===== src/hw/rtl/url_dec_pkg.sv =====
// ----------------------------------------------------------------------------
// url_dec_pkg
// Shared types, character codes and hex helpers for the URL percent decoder.
// ----------------------------------------------------------------------------
package url_dec_pkg;

  localparam int unsigned CNT_W        = 16;
  localparam int unsigned LENGTH_BITS  = 16;
  localparam int unsigned SLOTS        = 4;

  localparam logic [7:0] CH_PERCENT = 8'h25;
  localparam logic [7:0] CH_PLUS    = 8'h2B;
  localparam logic [7:0] CH_SPACE   = 8'h20;
  localparam logic [7:0] CH_ZERO    = 8'h30;
  localparam logic [7:0] CH_NINE    = 8'h39;
  localparam logic [7:0] CH_UA      = 8'h41;
  localparam logic [7:0] CH_UF      = 8'h46;
  localparam logic [7:0] CH_LA      = 8'h61;
  localparam logic [7:0] CH_LF      = 8'h66;
  localparam logic [7:0] CASE_MASK  = 8'hDF;

  localparam logic [1:0] HELD_NONE  = 2'd0;
  localparam logic [1:0] HELD_PCT   = 2'd1;
  localparam logic [1:0] HELD_DIGIT = 2'd2;

  typedef struct packed {
    logic [7:0]       out_byte;
    logic             is_terminator;
    logic             overflow;
    logic [15:0]      source_length;
  } result_t;

  typedef struct packed {
    logic [1:0]       held_count;
    logic [7:0]       held_digit;
    logic [CNT_W-1:0] emitted_count;
  } dec_state_t;

  function automatic logic is_hex(input logic [7:0] c);
    return (c >= CH_ZERO && c <= CH_NINE) || (c >= CH_UA && c <= CH_UF) ||
           (c >= CH_LA && c <= CH_LF);
  endfunction

  function automatic logic [3:0] hex_value(input logic [7:0] c);
    logic [7:0] v;
    if (c >= CH_UA) v = (c & CASE_MASK) - CH_UA + 8'd10;
    else            v = c - CH_ZERO;
    return v[3:0];
  endfunction

endpackage


===== src/hw/rtl/url_dec_decode.sv =====
// ----------------------------------------------------------------------------
// url_dec_decode
// Decodes one source byte against the lookahead state: builds the decoded
// bytes it releases, gates them by the remaining capacity, and forms the
// next lookahead state.
// ----------------------------------------------------------------------------
module url_dec_decode (
  input  logic [7:0]              char_byte,
  input  logic                    is_final,
  input  logic [15:0]             capacity,
  input  url_dec_pkg::dec_state_t state,
  output url_dec_pkg::dec_state_t state_next,
  output logic [7:0]              cand [3],
  output logic [1:0]              n_emit
);
  import url_dec_pkg::*;

  logic [1:0]       pre_n;
  logic [7:0]       pre0;
  logic [7:0]       pre1;
  logic             f_n;
  logic [7:0]       f_byte;
  logic             f_hold;
  logic [1:0]       n_cand;
  logic [CNT_W-1:0] room;
  logic             c_hex;

  assign c_hex = is_hex(char_byte);

  always_comb begin
    pre_n      = 2'd0;
    pre0       = CH_PERCENT;
    pre1       = state.held_digit;
    f_n        = 1'b0;
    f_byte     = char_byte;
    f_hold     = 1'b0;
    state_next = state;
    state_next.held_count = HELD_NONE;

    // fresh decode of the current byte, used unless a held sequence eats it
    if (char_byte == CH_PERCENT) begin
      if (is_final) f_n = 1'b1;
      else          f_hold = 1'b1;
    end else if (char_byte == CH_PLUS) begin
      f_n    = 1'b1;
      f_byte = CH_SPACE;
    end else begin
      f_n = 1'b1;
    end

    unique case (state.held_count)
      HELD_PCT: begin
        if (c_hex) begin
          f_hold = 1'b0;
          if (is_final) begin
            pre_n = 2'd1;
            f_n   = 1'b1;
          end else begin
            f_n   = 1'b0;
            state_next.held_digit = char_byte;
            state_next.held_count = HELD_DIGIT;
          end
        end else begin
          pre_n = 2'd1;
        end
      end
      HELD_DIGIT: begin
        if (c_hex) begin
          f_hold = 1'b0;
          f_n    = 1'b1;
          f_byte = {hex_value(state.held_digit), hex_value(char_byte)};
        end else begin
          pre_n = 2'd2;
        end
      end
      default: ;
    endcase

    if (f_hold) state_next.held_count = HELD_PCT;

    cand[0] = f_byte;
    cand[1] = f_byte;
    cand[2] = f_byte;
    if (pre_n == 2'd1) begin
      cand[0] = pre0;
    end else if (pre_n == 2'd2) begin
      cand[0] = pre0;
      cand[1] = pre1;
    end
    n_cand = pre_n + {1'b0, f_n};

    room   = (capacity > state.emitted_count) ? capacity - state.emitted_count - 1'b1 : '0;
    n_emit = (room < CNT_W'(n_cand)) ? room[1:0] : n_cand;

    state_next.emitted_count = is_final ? '0 : state.emitted_count + CNT_W'(n_emit);
    if (is_final) state_next.held_count = HELD_NONE;
  end

endmodule


===== src/hw/rtl/url_percent_decoder_core.sv =====
// ----------------------------------------------------------------------------
// url_percent_decoder_core
// URL percent decoder: one source byte per beat in, decoded bytes and a
// per-string terminator beat out.
// ----------------------------------------------------------------------------
// Path: each input beat is registered, then decoded into the result buffer.
// Throughput: one input beat per cycle while each byte yields at most one
//   result and the output is not stalled; a byte yielding k results (up to 4)
//   holds the input until the 4-entry result buffer drains, one beat per unstalled cycle.
// Reset (rst, synchronous): empties the pipeline, clears lookahead and
//   counters, and sets capacity to 65535.
module url_percent_decoder_core #(
  parameter int unsigned LENGTH_BITS = url_dec_pkg::LENGTH_BITS
) (
  input  logic        clk,
  input  logic        rst,
  input  logic        cfg_valid,
  output logic        cfg_ready,
  input  logic [15:0] capacity,
  input  logic        in_valid,
  output logic        in_stall,
  input  logic [7:0]  char_byte,
  input  logic        is_final,
  output logic        out_valid,
  input  logic        out_stall,
  output logic [7:0]  out_byte,
  output logic        is_terminator,
  output logic        overflow,
  output logic [15:0] source_length
);
  import url_dec_pkg::*;

  localparam int unsigned CW = (LENGTH_BITS > 16) ? LENGTH_BITS : 16;
  localparam logic [LENGTH_BITS-1:0] SrcMax = '1;

  logic [15:0]            cap;
  logic                   q_valid;
  logic [7:0]             q_byte;
  logic                   q_final;
  dec_state_t             st;
  dec_state_t             st_next;
  logic [LENGTH_BITS-1:0] src_count;
  logic [LENGTH_BITS-1:0] src_next;
  logic [CW-1:0]          src_ext;
  logic [15:0]            len;
  logic [7:0]             cand [3];
  logic [1:0]             n_emit;
  result_t                slots [SLOTS];
  result_t                res [SLOTS];
  logic [2:0]             cnt;
  logic                   take;
  logic                   advance;
  logic                   load;
  result_t                term;

  url_dec_decode u_decode (
    .char_byte  (q_byte),
    .is_final   (q_final),
    .capacity   (cap),
    .state      (st),
    .state_next (st_next),
    .cand       (cand),
    .n_emit     (n_emit)
  );

  assign cfg_ready = 1'b1;
  assign take      = out_valid && !out_stall;
  assign advance   = (cnt == 3'd0) || (cnt == 3'd1 && take);
  assign load      = q_valid && advance;
  assign in_stall  = q_valid && !advance;

  assign src_next = (src_count < SrcMax) ? src_count + 1'b1 : src_count;
  assign src_ext  = CW'(src_next);
  assign len      = (src_ext > CW'(16'hFFFF)) ? 16'hFFFF : src_ext[15:0];

  always_comb begin
    term.out_byte      = 8'd0;
    term.is_terminator = 1'b1;
    term.overflow      = (len >= cap);
    term.source_length = len;
    for (int k = 0; k < SLOTS; k++) slots[k] = term;
    for (int k = 0; k < 3; k++) begin
      if (k < int'(n_emit)) begin
        slots[k]          = '0;
        slots[k].out_byte = cand[k];
      end
    end
  end

  always_ff @(posedge clk) begin
    if (rst) begin
      cap       <= 16'hFFFF;
      q_valid   <= 1'b0;
      cnt       <= 3'd0;
      st.held_count    <= HELD_NONE;
      st.emitted_count <= '0;
      src_count <= '0;
    end else begin
      if (cfg_valid && cfg_ready) cap <= capacity;

      if (in_valid && !in_stall) begin
        q_valid <= 1'b1;
        q_byte  <= char_byte;
        q_final <= is_final;
      end else if (advance) begin
        q_valid <= 1'b0;
      end

      if (load) begin
        st        <= st_next;
        src_count <= q_final ? '0 : src_next;
        res       <= slots;
        cnt       <= 3'({1'b0, n_emit}) + 3'({2'b0, q_final});
      end else if (take) begin
        // shift the buffer down one beat
        for (int k = 0; k < SLOTS - 1; k++) res[k] <= res[k+1];
        cnt <= cnt - 3'd1;
      end
    end
  end

  assign out_valid     = (cnt != 3'd0);
  assign out_byte      = res[0].out_byte;
  assign is_terminator = res[0].is_terminator;
  assign overflow      = res[0].overflow;
  assign source_length = res[0].source_length;

  a_cnt_bound: assert property (@(posedge clk) disable iff (rst) cnt <= 3'd4)
    else $error("result buffer count out of range");

  a_held_code: assert property (@(posedge clk) disable iff (rst)
    st.held_count != 2'd3)
    else $error("unused lookahead code");

  a_q_hold: assert property (@(posedge clk) disable iff (rst)
    q_valid && !advance |=> q_valid && $stable(q_byte) && $stable(q_final))
    else $error("input register lost a held byte");

  a_term_clears: assert property (@(posedge clk) disable iff (rst)
    load && q_final |=> st.held_count == HELD_NONE && st.emitted_count == '0)
    else $error("string end did not clear decoder state");

endmodule

===== config.mk =====
export PLATFORM = sky130hd
export DESIGN_NAME = url_percent_decoder_core
export DESIGN_NICKNAME = d
export VERILOG_FILES = /design/src/hw/rtl/url_dec_pkg.sv /design/src/hw/rtl/url_dec_decode.sv /design/src/hw/rtl/url_percent_decoder_core.sv
export SDC_FILE = /design/constraint.sdc
export NUM_CORES = 1
export LEC_CHECK = 0
export BUFFER_PORTS_ARGS = -buffer_cell sky130_fd_sc_hd__buf_2
export CORE_MARGIN = 5
export CORE_UTILIZATION = 45
export CTS_CLUSTER_DIAMETER = 60
export DETAILED_ROUTE_END_ITERATION = 12
export SETUP_SLACK_MARGIN = 0.1
export SLEW_MARGIN = 20
export SYNTH_ARGS = -nofsm -noshare
export SYNTH_HDL_FRONTEND = slang
export SYNTH_HIERARCHICAL = 1
export SYNTH_SLANG_ARGS = --single-unit

===== constraint.sdc =====
create_clock -name clk -period 6.8 [get_ports clk]
set_input_delay 1.36 -clock clk [delete_from_list [all_inputs] [get_ports clk]]
set_output_delay 1.36 -clock clk [all_outputs]
set_load 0.005 [all_outputs]

; After elaboration in Yosys (flattened, before gate mapping)
; Index checks and enable logic that the tools add are counted.
[word_totals]
mem_count = 0
latch_bits = 0
rom_bits = 0
ram_bits = 0
word_cells = 124
inputBits = 30
output_inout_bits = 29
register_bits = 166
[op_classes]
shifts = 0
order_cmp = 15
n_mul = 0
muxes = 41
reduce_logical = 23
div = 0
bitwise_logic = 2
eq_ne = 7
addsub = 13
[op_table]
columns = op, count
row1 = 78-bit 2-to-1 mux, 2
row2 = 16-bit 2-to-1 mux, 6
row3 = 26-bit 2-to-1 mux, 3
row4 = 8-bit 2-to-1 mux, 6
row5 = "8-bit by 7-bit greater-or-equal comparator with 1-bit output, second input constant", 3
row6 = 10-bit 2-to-1 mux, 2
row7 = "16-bit by 1-bit adder with 16-bit output, second input constant", 1
row8 = 16-bit by 2-bit adder with 16-bit output, 1
row9 = "8-bit by 6-bit equality test with 1-bit output, second input constant", 2
row10 = 16-bit greater-or-equal comparator, 1
row11 = 16-bit > comparator, 1
row12 = "16-bit > comparator, second input constant", 1
row13 = "8-bit by 7-bit <= comparator with 1-bit output, second input constant", 2
row14 = "16-bit less-than comparator, second input constant", 1
row15 = 16-bit by 2-bit less-than comparator with 1-bit output, 1
row16 = "16-bit by 1-bit subtractor with 16-bit output, second input constant", 1
row17 = 16-bit subtractor, 1
row18 = "4-bit by 1-bit subtractor with 4-bit output, second input constant", 4
row19 = 1-bit 2-to-1 mux, 12
row20 = "4-bit adder, second input constant", 2
row21 = "8-bit by 6-bit greater-or-equal comparator with 1-bit output, second input constant", 1
row22 = "8-bit by 6-bit <= comparator with 1-bit output, second input constant", 1
row23 = 1-bit logical AND, 8
row24 = 2-bit 2-to-1 mux, 4
row25 = other kinds (21), 34

; Depth between registers and ports, before layout
; Gate-level depths: netlist (run 1).
[depth]
ltp_word = 12
ltp_mapped = 25
mapped_depth_nobuf = 25

; Hierarchy
; Netlist (run 1), hierarchy kept.
[modules_own_cells]
columns = module, cells_per_inst, area_each_um2, seq_area_each_um2, instances
row1 = url_percent_decoder_core, 693, 7337.0, 4444.3, 1
row2 = url_dec_decode, 328, 2150.8, 0.0, 1

; Worst setup path after synthesis (run 1)
; Ideal clock, no wire load.
[synth_timing]
path_type = in2reg
start = input out_stall
end = register res (netlist bit is_terminator), enable pin
path_stages = 7
slack_ps = 647
required_ps = 6285
t_arrival_ps = 5638
setup_ps = 515
n_path_buf = 2
cell_sequence = nor2b_1 -> o21a_1 -> and2_1 -> clkbuf_1 -> clkbuf_1 -> nor2_1 -> nor2_1
[synth_via]
elab_chain_cells = 7
[synth_rtl]
columns = item, line_no
row1 = "start, declared", url_percent_decoder_core.sv:25  ; input logic out_stall,
row2 = 1-bit zero test (*), url_percent_decoder_core.sv:67  ; assign take = out_valid && !out_stall;
row3 = 1-bit logical AND (*), url_percent_decoder_core.sv:67
row4 = 1-bit logical AND, url_percent_decoder_core.sv:68  ; assign advance = (cnt == 3'd0) || (cnt == 3'd1 && take);
row5 = 1-bit logical OR, url_percent_decoder_core.sv:68
row6 = 1-bit logical AND, url_percent_decoder_core.sv:69  ; assign load = q_valid && advance;
row7 = 2-bit nonzero test (no line) (*), -
row8 = 2-bit AND reduction (no line) (*), -
row9 = "end signal, assigned", url_percent_decoder_core.sv:112  ; res <= slots;
row10 = "end, declared", url_percent_decoder_core.sv:49  ; result_t res [SLOTS];
; Mark *: on every way between the ends. The rest lies on a longest branch, timed or not.
; A chain may end at the register's enable or synchronous reset.

==> results of run 1 <==
layout make-up:
class | count | area [µm²]
Inverter | 77 | 289
Fill cell | 1980 | 10500
Clock inverter | 15 | 141
Multi-Input combinational cell | 712 | 4420
Clock buffer | 17 | 425
Sequential cell | 166 | 4440
Timing Repair Buffer | 65 | 345
Tap cell | 275 | 344
worst max-delay path: cells and delay by family (launching register included):
family / cells / cell delay (ns)
buffers and inverters: 2 / 0.15
XOR/XNOR: 2 / 0.40
AND/OR/NAND/NOR: 8 / 1.54
adder cells (fa/ha/maj): 5 / 1.40
flip-flops: 1 / 0.43
AO/OA/AOI/OAI: 8 / 1.71
layer usage:
layer	vias to the layer above	share of wire (%)
li1	3621	-
met1	3354	49
met2	127	46
met3	14	3.9
met4	0	1.0
met5	-	0
worst max-delay path by stage:
stage	endpoint	slack [ns]	start	depth (start not counted)
floorplan	is_terminator	0.65	out_stall	7
global placement	st[10]	1.28	q_byte[0]	25
detailed placement	st[10]	1.08	q_byte[0]	25
CTS	st[10]	1.04	q_byte[0]	25
global route	st[8]	0.42	q_byte[0]	25
finish	st[10]	1.08	q_byte[0]	25
per-stage QoR:
stage / total power [mW] / worst slack (ns) / utilization [%] / instances / hold WS (ns)
2_1_floorplan: 1.85 / 0.647 / - / 1021 / 0.445
3_3_place_gp: 1.98 / 1.28 / 47.1 / 1295 / 0.461
3_5_place_dp: 2.00 / 1.08 / 47.1 / 1295 / 0.464
4_1_cts: 2.92 / 1.04 / 49.9 / 1327 / 0.474
5_1_grt: 3.06 / 0.422 / 49.9 / 1327 / 0.493
6_report: 2.89 / 1.08 / 49.9 / 1327 / 0.475
cell families (layout without fill, tap and decap cells):
family	after synthesis	count (layout)	synth area share, %
flops	166	166	46.8
compound gates	224	224	14.9
other cells	1	1	0.0395
mux	25	25	2.78
simple gates	379	379	18.7
xor+xnor	29	29	2.68
buf+inv	143	174	6.80
fa+ha+maj	54	54	7.28
registers in the layout, summed over array words and instances, names as in the netlist:
name,count
cap,16
source_length,16
q_byte,8
out_byte,8
q_final,1
q_valid,1
is_terminator,1
cnt,3
st,26
res,69
src_count,16
overflow,1
power groups by stage:
stage / registers [mW] / clock network [mW] / logic (mW)
global placement: 1.37 / 0 / 0.617
floorplan: 1.37 / 0 / 0.477
finish: 1.35 / 0.926 / 0.614
CTS: 1.35 / 0.942 / 0.628
detailed placement: 1.37 / 0 / 0.625
global route: 1.36 / 0.989 / 0.706
Yosys cell counts, types with 7 or more instances:
cell type and n:
a211oi_1 8, a21o_1 8, a21oi_1 60, a22o_1 10, and2_1 12, and3_1 7
buf_4 26, clkbuf_1 33, dfxtp_1 54, edfxtp_1 112, ha_1 52, inv_1 76
mux2_2 8, mux2i_1 14, nand2_1 175, nand2b_1 7, nand3_1 31, nand4_1 13
nor2_1 68, nor3_1 17, o211ai_1 20, o21a_1 8, o21ai_0 63, o21ai_1 7
o31ai_1 7, or3_1 7, xnor2_1 21, xor2_1 8
==> results.md, run 1 <==
- M3 GR Usage: under 10%
- Post-route ant nets: 0
- Tightest Hold Check Type: register to register
- Drc violations: 0
- Placed instance area: 9850 µm²
- R2R Path End: st[10]
- Initial drt markers: ~560
- First-pass GRT wire length: 35.3 mm
- Crit path top cell by count: ha_1
- Worst VDD drop: 0.157 mV
- CORE AREA: approximately 21,000 µm²
- GRT Total Usage: roughly 18%
- Number of global-route vias before repair: 6,733
- Setup violations, final: 0
- Net Sw Power: about 910 µW
- Main area contributors after synthesis: edfxtp_1 (35%), dfxtp_1 (11%), nand2_1 (6.9%), ha_1 (6.9%), o21ai_0 (3.3%)
- Register area share after synthesis: 46.8%
- Pre-Repair DR Iteration Count: 5
- Post-CTS Setup Inserts: 0
- Number of flops mapped to enable cells by yosys: 112
- Largest net degree at the start of global routing: 79
- Area share of the largest cell type after synthesis: a little over a third
- Mapped Cells: a little over 1,000
- Post-cts hold buffer count: 0
- Initial antenna violation count: 0
- H-tree depth: 4
- Fmax: 175 MHz
- Starting Density: between 40% and 50%
- RSZ-0062 raised after global routing: false
- Full die area: ~24,000 µm²
- Share of layout cells above drive strength 1: approximately an eighth
- Critical Path Max Stage Delay: about 0.44 ns
- Remaining Overflow, GRT: 0
- Yosys warnings: 6
- Root Driver: clkbuf_16
- Mapped cell area: around 9500 µm²
- Async SR Flop Fraction: 0%
- Synthesized net count: between 1,000 and 1,500
- Avg Cell Area, Syn: 9.29 µm²
- Max-capacitance violation count: 0
- Ys flop type: edfxtp_1
- Pins Over Slew Limit: 0
- CTS-repair resized insts: 0
- Met1 usage: a little over a quarter
- FF-to-FF setup slack: 1.08 ns
- Area delta synth->final: 9.76%
- Routed via count: between 7,000 and 8,000
- Crit share post-route: approximately 84%
- Comb pwr share: a little over a fifth
- Detailed-placement wirelength estimate: 15.4 mm
- Clock power frac: 32.1%
- Critical Path RT: about 7 ns
- Clock Tree Buf Depth: 2
- Met2 GRT Util: 28.4%
- Total internal power: 1.98 mW
- Final clock skew: around 0.013 ns
- Switching Share: between 30% and 40%
- Final Hold Viols: 0
- LEAKAGE: 4.17 nW
- Final GP Congestion: 0.891
- Finished Cell Area: between 10,000 and 15,000 µm²
- Die Span X: roughly 160 µm
- Port Buffer Count: between 50 and 60
- CP Max Fanout: 6
- Final #Nets: 1,123
- Synth Register Bits: ~170
- Pwr/cell area: 277 nW/µm²
- Flop pwr share: between 40% and 50%
- TritonCTS clock tree: built
- Startpoint Class: register
- CP endpoint kind: register
- Final min period: 5.72 ns
- Worst slew pin tran: 0.969 ns
- Sink Count: 166
- Critical path arrival: 6.07 ns
- Num ports: around 60
- Worst Hold Path EP: st[4]
- Antenna cell count: 0
- Total CTS buffers: 17
- Busiest layer in global routing: met2
- Commonest non-fill, non-tap cells in the layout: nand2_1 (174), edfxtp_1 (112), inv_1 (76), nor2_1 (66), o21ai_0 (63)
- FF-to-FF path depth: 25
- Rows: 53
- Vias/cell: roughly 5.4
- Commonest non-fill, non-tap cell in the layout: nand2_1
- Max_slew headroom: a little over a third
- Largest area contributor in the netlist: edfxtp_1
- Skew-Pair Late Insertion Delay: between 0.4 and 0.5 ns
- Synth cell types: 74
- Hold_sp: st[4]
- Final wirelength: between 20 and 25 mm
- Hold Crit Depth: 2
- Setup_tns: 0 ns
- Clock transition at the registers of the reported paths: 0.07 ns
- Worst path slowest cell: or3_1
- Setup Crit Path Kind: register to register
- Outcome: completed
- Routed len/inst: between 15 and 20 µm
- DIE HEIGHT: 155 µm
- RR Startpoint: q_byte[0]
Note: power is estimated with default switching activity, not from simulation.
==> run 2, diff against run 1 <==
==> constraint.sdc (replaced) <==
create_clock -name clk -period 4.7 [get_ports clk]
set_input_delay 0.94 -clock clk [delete_from_list [all_inputs] [get_ports clk]]
set_output_delay 0.94 -clock clk [all_outputs]
set_load 0.005 [all_outputs]
==> run 2 against run 1 <==
Net effect: the run now ends with setup timing left; die area is the same; final area grew 6.6%; sequential share of layout area shrank 2.6 points; clock skew shrank 0.0031 ns; sequential cell count is the same; largest cell class is now multi-input gates.
==> results.md, run 2 (synthesized netlist as in run 1, its figures left out) <==
- Register Area: about 4400 µm²
- Final #Nets: around 1,200
- Commonest non-fill, non-tap cells in the layout: nand2_1 (172), edfxtp_1 (112), inv_1 (73), buf_4 (66), nor2_1 (64)
- Setup Crit Path Kind: register to register
- Max-capacitance violation count: 0
- Antenna cell count: 0
- Multi-input logic area: between 4000 and 5000 µm²
- Drc violations: 0
- Detailed-placement wirelength estimate: around 16 mm
- Max_slew headroom: between 50% and 60%
- Remaining Overflow, GRT: 0
- Clock transition at the registers of the reported paths: 0.07 ns
- Crit share post-route: 103%
- Post-route ant nets: 0
- Max reg flops: 69
- CORE AREA: between 20,000 and 25,000 µm²
- Fillers: 1,917
- First-pass GRT wire length: 36.0 mm
- Worst slew pin tran: about 0.72 ns
- Failing checks: setup timing
- RSZ-0062 raised after global routing: true
- Final GP Congestion: a little over 0.9
- Final min period: around 4.8 ns
- Critical path arrival: 5.19 ns
- Die Span X: 155 µm
- CP endpoint kind: register
- Pins Over Slew Limit: 0
- Startpoint Class: register
- Post-layout worst setup margin: -0.131 ns
- Finished Layout Cells: 1,388
- Rows: 53
- Final Hold Viols: 0
- Routed len/inst: around 16 µm
- Num ports: 59
- Critical Path RT: a little over 5 ns
- Number of global-route vias before repair: around 7,000
- Worst VDD drop: ~0.27 mV
- TritonCTS clock tree: built
- H-tree depth: 4
- Setup violations, final: 8
- Final Power: about 4.3 mW
- Skew-Pair Late Insertion Delay: 0.42 ns
- Top Registers: res (69), st (26)
- Commonest non-fill, non-tap cell in the layout: nand2_1
- Starting Density: between 40% and 50%
- Final wirelength: 22.2 mm
- Initial antenna violation count: 0
- Full die area: ~24,000 µm²
- LEAKAGE: 4.58 nW
- Outcome: complete, but fails checks
- Initial drt markers: just over 500
- Sink Count: around 170
- Min Hold Slack: 0.480 ns
- Largest net degree at the start of global routing: between 50 and 60
- CP Max Fanout: 4
- Most flop-heavy register: res
- Root Driver: clkbuf_16
- Tightest Hold Check Type: register to register
- Share of layout cells above drive strength 1: 19.2%
- Total CTS buffers: 17
- Port Buffer Count: between 50 and 60
- GRT Total Usage: ~18%
- Final clock skew: 0.00987 ns
- Vias/cell: between 5 and 6
- Fmax: slightly above 200 MHz
- Placed cells: 1,346
- Routed via count: ~7,400
- Area delta synth->final: 17.0%
- DIE HEIGHT: 155 µm
- Clock Tree Buf Depth: 2
- Pwr/cell area: 383 nW/µm²
- Pre-Repair DR Iteration Count: 5
## run 2: changes by cell type in the layout (fill, tap and decap cells not counted), sizes merged
| cell | before | now |
|---|---|---|
| buf | 65 | 125 |
| inv | 82 | 83 |
| or2 | 8 | 9 |
| clkinvlp | 5 | 4 |
## run 2: timing repair
item	in CTS	in global routing
setup buffers	7	3
pin swaps	20	8
setup endpoints to repair	82	74
hold buffers	0	0
gates cloned	0	1
gates resized for setup	20	14
## run 2: through the flow
step | cell area [µm²] | util [%] | TNS, ns | setup WS, ns
finish | 11100 | 53.2 | -0.592 | -0.131
global route | 11100 | 53.2 | -4.06 | -0.439
CTS | 11000 | 52.7 | -0.531 | -0.135
detailed placement | 10300 | 49.3 | -8.90 | -0.370
global placement | 10300 | 49.3 | -1.56 | -0.174
floorplan | 9550 | - | -0.640 | -0.153
## run 2: worst max-delay path, stage by stage (launching register included)
cell and delay [ns]:
edfxtp_1 0.43, inv_2 0.07, ha_4 0.16, or3b_4 0.25, a31oi_4 0.09, or3_4 0.41
o21ai_4 0.18, a21oi_2 0.10, ha_4 0.20, xor2_4 0.20, ha_4 0.23, a21oi_2 0.12
nand4b_1 0.14, a2111oi_2 0.21, a32oi_1 0.16, nand3b_1 0.18, o211ai_1 0.25, ha_2 0.25
inv_2 0.04, fa_2 0.40, nor2_4 0.15, buf_4 0.14, nand3_1 0.07, a21oi_1 0.15
nand2_1 0.08, a21oi_2 0.12
## run 2: final timing paths
kind | start | endpoint | slack [ns] | depth (start not counted)
hold / removal | st[25] | st[25] | 0.48 | 2
hold reg to reg | st[25] | st[25] | 0.48 | 2
setup reg to reg | q_byte[0] | st[6] | -0.13 | 25
setup / recovery | q_byte[0] | st[6] | -0.13 | 25
## run 2: per-layer routing
layer	GRT usage, %	share of wire [%]
met4	5.21	1.3
met1	26.1	48
met3	3.06	5.0
met2	29.2	46
met5	0	0
## run 2: cell type report
cell class / count / share of cell area [%]
clock buffer: 17 / 3.83
clock inverter: 15 / 1.26
inverter: 77 / 2.60
sequential: 166 / 40.0
timing repair buffer: 125 / 7.31
tap: 275 / 3.10
multi-input combinational: 713 / 41.9
## run 2: power by group
part / switching, mW / internal [mW]
Combinational: 0.631 / 0.344
Clock: 0.636 / 0.699
Sequential: 0.0718 / 1.87
Total: 1.34 / 2.92
